[src/rtl/sahint_pkg.sv]
package sahint_pkg;

    localparam int unsigned MAX_SLOTS_DEF = 64;
    localparam int unsigned CFG_W         = 7;
    localparam int unsigned IDX_W         = 6;
    localparam int unsigned GRANT_W       = 6;
    localparam int unsigned IN_DATA_W     = 8;
    localparam int unsigned OUT_DATA_W    = 8;
    localparam logic [CFG_W-1:0] CFG_RESET = 7'd64;

    typedef enum logic {
        MODE_ALLOC = 1'b0,
        MODE_FREE  = 1'b1
    } t_mode;

    typedef enum logic [1:0] {
        ST_DONE  = 2'd0,
        ST_FULL  = 2'd1,
        ST_RANGE = 2'd2
    } t_status;

    // state update issued for one request
    typedef struct packed {
        logic set_used;
        logic clr_used;
        logic load_hint;
    } t_slot_op;

endpackage

[src/rtl/sahint_pick.sv]
module sahint_pick
    import sahint_pkg::*;
#(
    parameter int unsigned MAX_SLOTS = MAX_SLOTS_DEF,
    parameter int unsigned SLOT_W    = $clog2(MAX_SLOTS),
    parameter int unsigned CNT_W     = CFG_W
) (
    input  logic [MAX_SLOTS-1:0] i_used,
    input  logic [SLOT_W-1:0]    i_hint,
    input  logic [CNT_W-1:0]     i_count,
    output logic                 o_found,
    output logic [SLOT_W-1:0]    o_pick
);

    logic [MAX_SLOTS-1:0] avail;
    logic [MAX_SLOTS-1:0] lowest;
    logic [SLOT_W-1:0]    first;
    logic                 hint_ok;

    always_comb begin
        for (int i = 0; i < MAX_SLOTS; i++) begin
            avail[i] = !i_used[i] && (CNT_W'(i) < i_count);
        end
    end

    // isolate the lowest free slot, then encode it
    assign lowest = avail & (~avail + MAX_SLOTS'(1));

    always_comb begin
        first = '0;
        for (int b = 0; b < SLOT_W; b++) begin
            for (int i = 0; i < MAX_SLOTS; i++) begin
                if (i[b]) begin
                    first[b] = first[b] | lowest[i];
                end
            end
        end
    end

    assign hint_ok = (CNT_W'(i_hint) < i_count) && !i_used[i_hint];
    assign o_found = hint_ok || (|avail);
    assign o_pick  = hint_ok ? i_hint : first;

endmodule

[src/rtl/sahint_state.sv]
module sahint_state
    import sahint_pkg::*;
#(
    parameter int unsigned MAX_SLOTS = MAX_SLOTS_DEF,
    parameter int unsigned SLOT_W    = $clog2(MAX_SLOTS)
) (
    input  logic                 i_clk,
    input  logic                 i_rst_n,
    input  t_slot_op             i_op,
    input  logic [SLOT_W-1:0]    i_slot,
    input  logic [SLOT_W-1:0]    i_hint,
    output logic [MAX_SLOTS-1:0] o_used,
    output logic [SLOT_W-1:0]    o_hint
);

    logic [MAX_SLOTS-1:0] r_used;
    logic [SLOT_W-1:0]    r_hint;

    always_ff @(posedge i_clk) begin
        if (!i_rst_n) begin
            r_used <= '0;
            r_hint <= '0;
        end else begin
            if (i_op.set_used) begin
                r_used[i_slot] <= 1'b1;
            end else if (i_op.clr_used) begin
                r_used[i_slot] <= 1'b0;
            end
            if (i_op.load_hint) begin
                r_hint <= i_hint;
            end
        end
    end

    assign o_used = r_used;
    assign o_hint = r_hint;

    a_hint_range: assert property (@(posedge i_clk) disable iff (!i_rst_n)
        (32'(r_hint) < MAX_SLOTS))
        else $error("hint beyond slot storage");

    a_free_clears: assert property (@(posedge i_clk) disable iff (!i_rst_n)
        i_op.clr_used |=> !r_used[$past(i_slot)])
        else $error("freed slot still marked used");

endmodule

[src/rtl/slot_allocator_with_hint_core.sv]
// Slot allocator with a next-free hint.
// Requests arrive on the s_axis channel: tuser carries the kind (0 allocate,
// 1 free), tdata[5:0] the slot to free. Every request yields one result on
// m_axis: tuser carries the status (0 done, 1 pool full, 2 free index out of
// range), tdata[5:0] the granted slot (zero unless an allocate succeeded).
// The cfg channel writes the active slot count; it is always ready. The user
// must keep it written only while no request is in flight; nothing enforces it.
// A request is caught in an input register, decided combinationally against the
// used-bit vector and the hint, and written to the result register. One
// request per cycle is sustained while the receiver takes results; the
// first-free search is a single priority encoder over the used bits.
// Reset clears every used bit, zeroes the hint and sets the slot count to 64;
// no clearing pass is needed.
// When the receiver stalls the result holds, one more request is parked in
// the input register, and s_axis_tready drops until the result is taken.
module slot_allocator_with_hint_core
    import sahint_pkg::*;
#(
    parameter int unsigned MAX_SLOTS = MAX_SLOTS_DEF
) (
    input  logic                  i_clk,
    input  logic                  i_rst_n,
    input  logic                  s_axis_tvalid,
    output logic                  s_axis_tready,
    input  logic [IN_DATA_W-1:0]  s_axis_tdata,   // [5:0] slot_index
    input  logic                  s_axis_tuser,   // [0] mode
    output logic                  m_axis_tvalid,
    input  logic                  m_axis_tready,
    output logic [OUT_DATA_W-1:0] m_axis_tdata,   // [5:0] granted_slot
    output logic [1:0]            m_axis_tuser,   // [1:0] status
    input  logic                  i_cfg_valid,
    output logic                  o_cfg_ready,
    input  logic [CFG_W-1:0]      i_cfg_data
);

    localparam int unsigned SLOT_W = $clog2(MAX_SLOTS);
    localparam int unsigned CNT_W  =
        ($clog2(MAX_SLOTS + 1) > CFG_W) ? $clog2(MAX_SLOTS + 1) : CFG_W;

    logic [CFG_W-1:0]     r_slots;
    logic                 r_req_valid;
    t_mode                r_mode;
    logic [IDX_W-1:0]     r_idx;
    logic                 r_out_valid;
    t_status              r_status;
    logic [GRANT_W-1:0]   r_grant;

    logic                 advance;
    logic [CNT_W-1:0]     count;
    logic [MAX_SLOTS-1:0] used;
    logic [SLOT_W-1:0]    hint;
    logic                 found;
    logic [SLOT_W-1:0]    pick;
    logic [CNT_W-1:0]     pick_next;
    t_slot_op             op;
    logic [SLOT_W-1:0]    op_slot;
    logic [SLOT_W-1:0]    op_hint;
    t_status              n_status;
    logic [GRANT_W-1:0]   n_grant;

    // configuration
    assign o_cfg_ready = 1'b1;

    always_ff @(posedge i_clk) begin
        if (!i_rst_n) begin
            r_slots <= CFG_RESET;
        end else if (i_cfg_valid && o_cfg_ready) begin
            r_slots <= i_cfg_data;
        end
    end

    assign count = (CNT_W'(r_slots) < CNT_W'(MAX_SLOTS)) ? CNT_W'(r_slots)
                                                         : CNT_W'(MAX_SLOTS);

    // input register
    assign advance       = r_req_valid && (!r_out_valid || m_axis_tready);
    assign s_axis_tready = !r_req_valid || advance;

    always_ff @(posedge i_clk) begin
        if (!i_rst_n) begin
            r_req_valid <= 1'b0;
        end else if (s_axis_tvalid && s_axis_tready) begin
            r_req_valid <= 1'b1;
        end else if (advance) begin
            r_req_valid <= 1'b0;
        end
    end

    always_ff @(posedge i_clk) begin
        if (s_axis_tvalid && s_axis_tready) begin
            r_mode <= t_mode'(s_axis_tuser);
            r_idx  <= s_axis_tdata[IDX_W-1:0];
        end
    end

    sahint_pick #(
        .MAX_SLOTS (MAX_SLOTS),
        .SLOT_W    (SLOT_W),
        .CNT_W     (CNT_W)
    ) u_pick (
        .i_used  (used),
        .i_hint  (hint),
        .i_count (count),
        .o_found (found),
        .o_pick  (pick)
    );

    assign pick_next = CNT_W'(pick) + CNT_W'(1);

    // request decision
    always_comb begin
        op       = '0;
        op_slot  = pick;
        op_hint  = '0;
        n_status = ST_DONE;
        n_grant  = '0;
        if (r_mode == MODE_ALLOC) begin
            if (found) begin
                op.set_used  = advance;
                op.load_hint = advance;
                op_hint      = (pick_next >= count) ? '0 : pick_next[SLOT_W-1:0];
                n_grant      = GRANT_W'(pick);
            end else begin
                n_status = ST_FULL;
            end
        end else begin
            if (CNT_W'(r_idx) < count) begin
                op.clr_used  = advance;
                op.load_hint = advance;
                op_slot      = SLOT_W'(r_idx);
                op_hint      = SLOT_W'(r_idx);
            end else begin
                n_status = ST_RANGE;
            end
        end
    end

    sahint_state #(
        .MAX_SLOTS (MAX_SLOTS),
        .SLOT_W    (SLOT_W)
    ) u_state (
        .i_clk   (i_clk),
        .i_rst_n (i_rst_n),
        .i_op    (op),
        .i_slot  (op_slot),
        .i_hint  (op_hint),
        .o_used  (used),
        .o_hint  (hint)
    );

    // result register
    always_ff @(posedge i_clk) begin
        if (!i_rst_n) begin
            r_out_valid <= 1'b0;
        end else if (advance) begin
            r_out_valid <= 1'b1;
        end else if (m_axis_tready) begin
            r_out_valid <= 1'b0;
        end
    end

    always_ff @(posedge i_clk) begin
        if (advance) begin
            r_status <= n_status;
            r_grant  <= n_grant;
        end
    end

    assign m_axis_tvalid = r_out_valid;
    assign m_axis_tuser  = r_status;
    assign m_axis_tdata  = {{(OUT_DATA_W - GRANT_W){1'b0}}, r_grant};

    a_grant_free: assert property (@(posedge i_clk) disable iff (!i_rst_n)
        (advance && r_mode == MODE_ALLOC && found) |-> !used[pick])
        else $error("allocate granted a slot already in use");

    a_grant_zero: assert property (@(posedge i_clk) disable iff (!i_rst_n)
        (m_axis_tvalid && m_axis_tuser != ST_DONE) |-> (m_axis_tdata == '0))
        else $error("granted slot set on a failed request");

    a_req_held: assert property (@(posedge i_clk) disable iff (!i_rst_n)
        (r_req_valid && !advance) |=> r_req_valid)
        else $error("pending request dropped without a result");

endmodule

[config.mk]
export PLATFORM = sky130hd
export DESIGN_NAME = slot_allocator_with_hint_core
export DESIGN_NICKNAME = d
export VERILOG_FILES = /design/src/rtl/sahint_pkg.sv /design/src/rtl/sahint_pick.sv /design/src/rtl/sahint_state.sv /design/src/rtl/slot_allocator_with_hint_core.sv
export SDC_FILE = /design/constraint.sdc
export NUM_CORES = 1
export LEC_CHECK = 0
export ABC_CLOCK_PERIOD_IN_PS = 6700
export BUFFER_PORTS_ARGS = -buffer_cell sky130_fd_sc_hd__buf_2
export CAP_MARGIN = 15
export CORE_ASPECT_RATIO = 1.75
export CORE_MARGIN = 2
export CORE_UTILIZATION = 30
export CTS_CLUSTER_DIAMETER = 80
export DETAILED_ROUTE_END_ITERATION = 12
export GPL_TIMING_DRIVEN = 0
export PLACE_DENSITY = 0.5
export SLEW_MARGIN = 10
export SYNTH_ARGS = -nofsm -noshare
export SYNTH_HDL_FRONTEND = slang
export SYNTH_SLANG_ARGS = --single-unit
[constraint.sdc]
create_clock -name i_clk -period 6.7 [get_ports i_clk]
set_input_delay 0.67 -clock i_clk [delete_from_list [all_inputs] [get_ports i_clk]]
set_output_delay 0.67 -clock i_clk [all_outputs]
set_load 0.01 [all_outputs]
* Yosys cells after proc, flatten, opt, wreduce, memory -nomap -nowiden
Index checks and enable logic that the tools add are counted.
Storage, ports and cells: bits in registers 94, input port bits 21, logic and storage cells 443, output and inout bits 13
Cells by class: reductions and logical operators 143, order comparisons 71, bitwise gates (word level) 192, mux-type cells 26, $add $sub $neg 2
Operators by type and width (count):
- $lt A6 B7 Y1 const A | 32
- $or A1 B1 Y1 | 186
- $and A64 B64 Y64 | 2
- $mux W64 | 2
- $not A64 Y64 | 2
- $lt A5 B7 Y1 const A | 16
- $logic_and A1 B1 Y1 | 68
- $logic_not A1 Y1 | 67
- $add A64 B1 Y64 const B | 1
- $or A64 B64 Y64 | 1
- $reduce_or A64 Y1 | 1
- $lt A4 B7 Y1 const A | 8
- $mux W6 | 7
- $lt A3 B7 Y1 const A | 4
- $lt A1 B7 Y1 const A | 2
- $lt A2 B7 Y1 const A | 2
- $lt A6 B7 Y1 | 2
- $lt A6 B7 Y1 const B | 2
- $mux W1 | 11
- $add A6 B1 Y7 const B | 1
- $ge A7 B7 Y1 | 1
- $lt A7 B7 Y1 const B | 1
- $mux W7 | 1
- $bmux W1 S6 | 1
- 7 further kinds | 13

* Logic depth before layout (Yosys ltp)
word-level depth 49, depth in mapped cells 27, mapped depth without buffers 23

* Modules after synthesis
A second synthesis with hierarchy kept.
Second synthesis, totals: cell total of the unflattened synthesis 932, area total of the unflattened synthesis 7941.4 um^2
Modules (own cells, without submodules):
- sahint_pick | area an instance 3372.0 um^2, cells an instance 481, sequential area each 0.0 um^2, instances 1
- sahint_state | area an instance 3096.7 um^2, cells an instance 311, sequential area each 1401.3 um^2, instances 1
- slot_allocator_with_hint_core | area an instance 1472.7 um^2, cells an instance 140, sequential area each 630.6 um^2, instances 1

* Least setup slack after synthesis
OpenSTA, ideal clock, no wires.
path kind register to register, start point register r_slots[6], end point register u_state.r_hint[0] (netlist: u_state.o_hint[0]), required time 6.630 ns, library setup time 0.070 ns, arrival time 5.031 ns, clock period less this slack 5.101 ns, setup slack 1.599 ns, path buffers 5, stages on the path, launching flop included 28, cells stage by stage dfxtp_1 -> buf_4 -> buf_2 -> buf_4 -> clkbuf_1 -> nor2_1 -> inv_1 -> ha_1 -> a21o_1 -> a21oi_1 -> o21ai_0 -> o21a_1 -> nor3_1 -> nor2_1 -> clkbuf_1 -> or2_2 -> o41ai_2 -> inv_1 -> ha_1 -> ha_1 -> a21o_1 -> a21o_1 -> a21oi_1 -> a21boi_0 -> o21ai_0 -> a21o_1 -> a32oi_1 -> a21oi_1
Between the ends: longest elaborated chain between the ends 44, elaborated cells between the ends (all ways) 334, classes of those cells 2 x add/sub; 68 x order compare; 9 x mux; 188 x bitwise; 67 x reduce/logical
RTL lines:
- from (decl) | RTL line slot_allocator_with_hint_core.sv:40 | logic [CFG_W-1:0] r_slots;
- from (signal assigned) | RTL line slot_allocator_with_hint_core.sv:68 | r_slots <= i_cfg_data;
- $lt A7 B7 Y1 | RTL line slot_allocator_with_hint_core.sv:72 | assign count = (CNT_W'(r_slots) < CNT_W'(MAX_SLOTS)) ? CNT_W'(r_slots)
- $mux W7 * | RTL line slot_allocator_with_hint_core.sv:72
- $lt A1 B7 Y1 or $lt A2 B7 Y1 (tied branches) | RTL line sahint_pick.sv:22 | avail[i] = !i_used[i] && (CNT_W'(i) < i_count);
- $logic_and A1 B1 Y1 | RTL line sahint_pick.sv:22
- $not A64 Y64 | RTL line sahint_pick.sv:27 | assign lowest = avail & (~avail + MAX_SLOTS'(1));
- $add A64 B1 Y64 | RTL line sahint_pick.sv:27
- $and A64 B64 Y64 | RTL line sahint_pick.sv:27
- $or A1 B1 Y1 (31 in a row) | RTL line sahint_pick.sv:34 | first[b] = first[b] | lowest[i];
- $mux W6 * | RTL line sahint_pick.sv:42 | assign o_pick = hint_ok ? i_hint : first;
- via pick[0] | RTL line slot_allocator_with_hint_core.sv:53 | logic [SLOT_W-1:0] pick;
- $add A6 B1 Y7 * | RTL line slot_allocator_with_hint_core.sv:108 | assign pick_next = CNT_W'(pick) + CNT_W'(1);
- $ge A7 B7 Y1 | RTL line slot_allocator_with_hint_core.sv:121 | op_hint = (pick_next >= count) ? '0 : pick_next[SLOT_W-1:0];
- $mux W6 * | RTL line slot_allocator_with_hint_core.sv:121
- $mux W6 * | RTL line slot_allocator_with_hint_core.sv:118 | if (found) begin
- $mux W6 * | RTL line slot_allocator_with_hint_core.sv:117 | if (r_mode == MODE_ALLOC) begin
- to (signal assigned) | RTL line sahint_state.sv:30 | r_hint <= i_hint;
- to (decl) | RTL line sahint_state.sv:17 | logic [SLOT_W-1:0] r_hint;
Mark *: on every way through the listed nets, which the timed path passes. The rest lies on a longest branch. A chain may end at the register's enable or synchronous reset.

* Worst setup path after layout
start point register r_slots[0], end point register u_state.r_hint[0] (netlist: u_state.o_hint[0])
Between the ends: longest elaborated chain between the ends 44, elaborated cells between the ends (all ways) 334, classes of those cells 2 x add/sub; 68 x order compare; 9 x mux; 188 x bitwise; 67 x reduce/logical
RTL lines (RTL line):
- $lt A7 B7 Y1 | slot_allocator_with_hint_core.sv:72
- $mux W7 * | slot_allocator_with_hint_core.sv:72
- $lt A1 B7 Y1 or $lt A2 B7 Y1 (tied branches) | sahint_pick.sv:22
- $logic_and A1 B1 Y1 | sahint_pick.sv:22
- $not A64 Y64 | sahint_pick.sv:27
- $add A64 B1 Y64 | sahint_pick.sv:27
- $and A64 B64 Y64 | sahint_pick.sv:27
- $or A1 B1 Y1 (31 in a row) | sahint_pick.sv:34
- $mux W6 * | sahint_pick.sv:42
- via pick[1] | slot_allocator_with_hint_core.sv:53
- $add A6 B1 Y7 * | slot_allocator_with_hint_core.sv:108
- $ge A7 B7 Y1 * | slot_allocator_with_hint_core.sv:121
- $mux W6 * | slot_allocator_with_hint_core.sv:121
- $mux W6 * | slot_allocator_with_hint_core.sv:118
- $mux W6 * | slot_allocator_with_hint_core.sv:117
Marked as above.

==> impl_metrics.csv <==
group,metric,value,unit
worst_setup_path,start_kind,"flop",
clock_network,h-tree-depth,3,
die,fp-row-count,79,
routing,post_drt_wl_per_cell,29.2,um
die,die_area,28300,um^2
logic_synthesis,synth_edf_count,15,
clock_network,cts_tree,"done",
clock_network,clock_path_buffers,2,
clock_network,cts-root-buf,"clkbuf_16",
logic_synthesis,ys.flop_type,"dfxtp_1",
clock_network,cts_setup_buffers,0,
sta,finalCritPeriodShare,0.961,
place,place_inst,1395,
power_and_ir_drop,powerDensity,188,nW/um^2
die,die_x,128,um
worst_setup_path,crit_family,"compound AO/OA/AOI/OAI gates",
routing,remaining_drc_errors,0,
global_routing,grt_max_degree,17,
worst_setup_path,critical_path.cell_chain,"clkbuf_1, a21oi_1, clkbuf_1, nor3_1, a211oi_1, nand4_2, nor4_2, a221oi_1, and3_1, a31oi_2, ha_1, ha_1, a21o_1, a21o_1, a21oi_1, a21boi_0, o21ai_0, a21o_1, a32oi_1, a21oi_1",
worst_setup_path,r2r_slack,260,ps
die,start_util,0.304,
sta,hold_violations,0,
worst_setup_path,crit_buf_inv,2,
clock_network,cts_sinks,94,
clock_network,clkSlewWorstSetupHoldPaths,70,ps
cells_and_area,multi_input_area,5760,um^2
logic_synthesis,ys_warn_count,0,
global_routing,antenna_found_initial,0,
sta,max_freq,0.155,GHz
cells_and_area,filler_cell_count,2862,
flow_run,drv_cap,0,
global_routing,grt-ovfl-total,0,
worst_setup_path,cpMaxStageDelayCell,"a211oi_1",
sta,rsz0062_at_grt,"false",
place,io_buffers,26,
sta,skew,10.6,ps
logic_synthesis,yosys.area.top_type,"dfxtp_1",
logic_synthesis,synth_top_area_frac,0.196,
cells_and_area,diodes,0,
cells_and_area,seq_area,2030,um^2
routing,vias,8759,
logic_synthesis,async_reset_ff_frac,0,
place,hpwl,32.4,mm
cells_and_area,fin_nets,1121,
die,boundaryPins,34,
sta,slew_violations,0,
global_routing,grtUsageTotal,0.295,
logic_synthesis,synth_seq_cells,94,
worst_setup_path,crit_arrival,6760,ps
worst_setup_path,critPathCaptureType,"flop",
sta,setup_viol,0,
cells_and_area,layout_commonest_cell,"nand2_1",
routing,drtIter0Drc,855,
cells_and_area,drive_gt1_frac,0.108,
min_path,worstHoldPathType,"in2reg",
logic_synthesis,synth_area_leaders,"dfxtp_1 20%, mux2i_1 13%, nand2_1 8.4%, edfxtp_1 5.6%, a21oi_1 3.2%",
routing,drt_first_pass_iters,5,
sta,min_period,6440,ps
cells_and_area,mostFrequentLayoutCells,"180 x nand2_1, 102 x mux2i_1, 79 x dfxtp_1, 56 x nor2_1, 51 x a21oi_1",
cells_and_area,stdcell_count,1412,
worst_setup_path,critPathMaxStageDelay,850,ps
global_routing,grt_pass1_vias,8610,
power_and_ir_drop,power,1690,uW
routing,ant_nets,0,
logic_synthesis,yosysSeqAreaShare,0.251,
worst_setup_path,cp_max_fo,10,
clock_network,cts_hold_buf,0,
outcome,status,"finished, final reports clean",
power_and_ir_drop,ir_drop,0.112,mV
die,die_h,221,um
routing,via_per_inst,6.20,
sta,worst_pin_slew,1240,ps
worst_setup_path,critPathRequiredTime,7020,ps
logic_synthesis,synthesis.area,8080,um^2
sta,fin_setup_tns,0,ps
cells_and_area,area_growth,11.3,%
logic_synthesis,synthCells,1043,
routing,routed_wl,41.3,mm
die,core-area,26600,um^2
logic_synthesis,yosysUniqueCellTypes,90,
place,gp_congestion,1.09,
sta,relSlewSlack,0.170,
global_routing,grt_pass1_wl,59.4,mm
clock_network,clk_latency,380,ps
logic_synthesis,synth_area_per_cell,7.75,um^2
power_and_ir_drop,power.leakage,0.00335,uW
clock_network,numCtsBuffers,9,
worst_setup_path,worstSetupPathType,"reg2reg",
what timing repair did:
action | 4_1_cts | 5_1_grt
resized for setup | 2 | 10
pin swaps | 0 | 1
gates cloned | 0 | 0
endpoints found under the setup margin | 18 | 18
cell usage after synthesis (17+ instances only):
cell type / n
a21o_1: 18
ha_1: 17
nand2_1: 180
nand3_1: 44
mux2i_1: 102
nor2b_1: 27
a21oi_1: 51
a22oi_1: 20
o21ai_0: 41
dfxtp_1: 79
nor2_1: 56
a211oi_1: 20
clkbuf_1: 42
nand4_1: 25
nand2b_1: 17
nor3_1: 29
worst paths after layout:
path,to,from,cells past startpoint
hold / removal,r_idx[1],s_axis_tdata[1],1
hold reg to reg,flop,flop,2
setup / recovery,u_state.o_hint[0],r_slots[0],20
setup reg to reg,u_state.o_hint[0],r_slots[0],20
layout make-up:
class                           count  share of cell area
Timing Repair Buffer               29              0.0170
Sequential cell                    94               0.226
Clock inverter                      6             0.00765
Multi-Input combinational cell    871               0.641
Tap cell                          324              0.0451
Inverter                            8             0.00334
Clock buffer                       10              0.0255
Buffer                             70              0.0348
worst reg2reg max path: cells and delay by family, from the launching register on:
| family | cells | cell delay [ps] |
|---|---|---|
| adder cells (fa/ha/maj) | 2 | 630 |
| buffers and inverters | 2 | 770 |
| flip-flops | 1 | 300 |
| AND/OR/NAND/NOR | 4 | 1520 |
| AO/OA/AOI/OAI | 12 | 3150 |
kinds of logic after synthesis:
group,count (synthesis),synth area share
flops,94,0.251
fa+ha+maj,17,0.0263
mux,102,0.126
xor+xnor,4,0.00434
simple gates,480,0.313
buf+inv,79,0.0424
compound gates,265,0.235
other cells,2,0.000929
metrics by stage:
stage,cell area (um^2),hold slack [ps],utilization,worst slack [ps]
after floorplan,8080,448,-,1600
after global placement,8620,472,0.324,-311
after detailed placement,8630,481,0.324,-341
after CTS,8930,442,0.336,46.5
after global routing,8990,459,0.338,10.6
final,8990,461,0.338,260
layer usage:
layer	up-vias	global-route usage	share of wire
met3	164	0.0525	0.049
met1	4213	0.291	0.34
li1	3979	-	-
met2	403	0.511	0.50
met5	-	0	0
met4	0	0.271	0.11
power breakdown:
group          leakage [uW]  switching [uW]  internal, uW
registers          0.000783            17.0           588
clock network      0.000149             259           294
logic               0.00241             368           164
total               0.00335             643          1050
No activity file was read; power rests on OpenSTA's default activity.
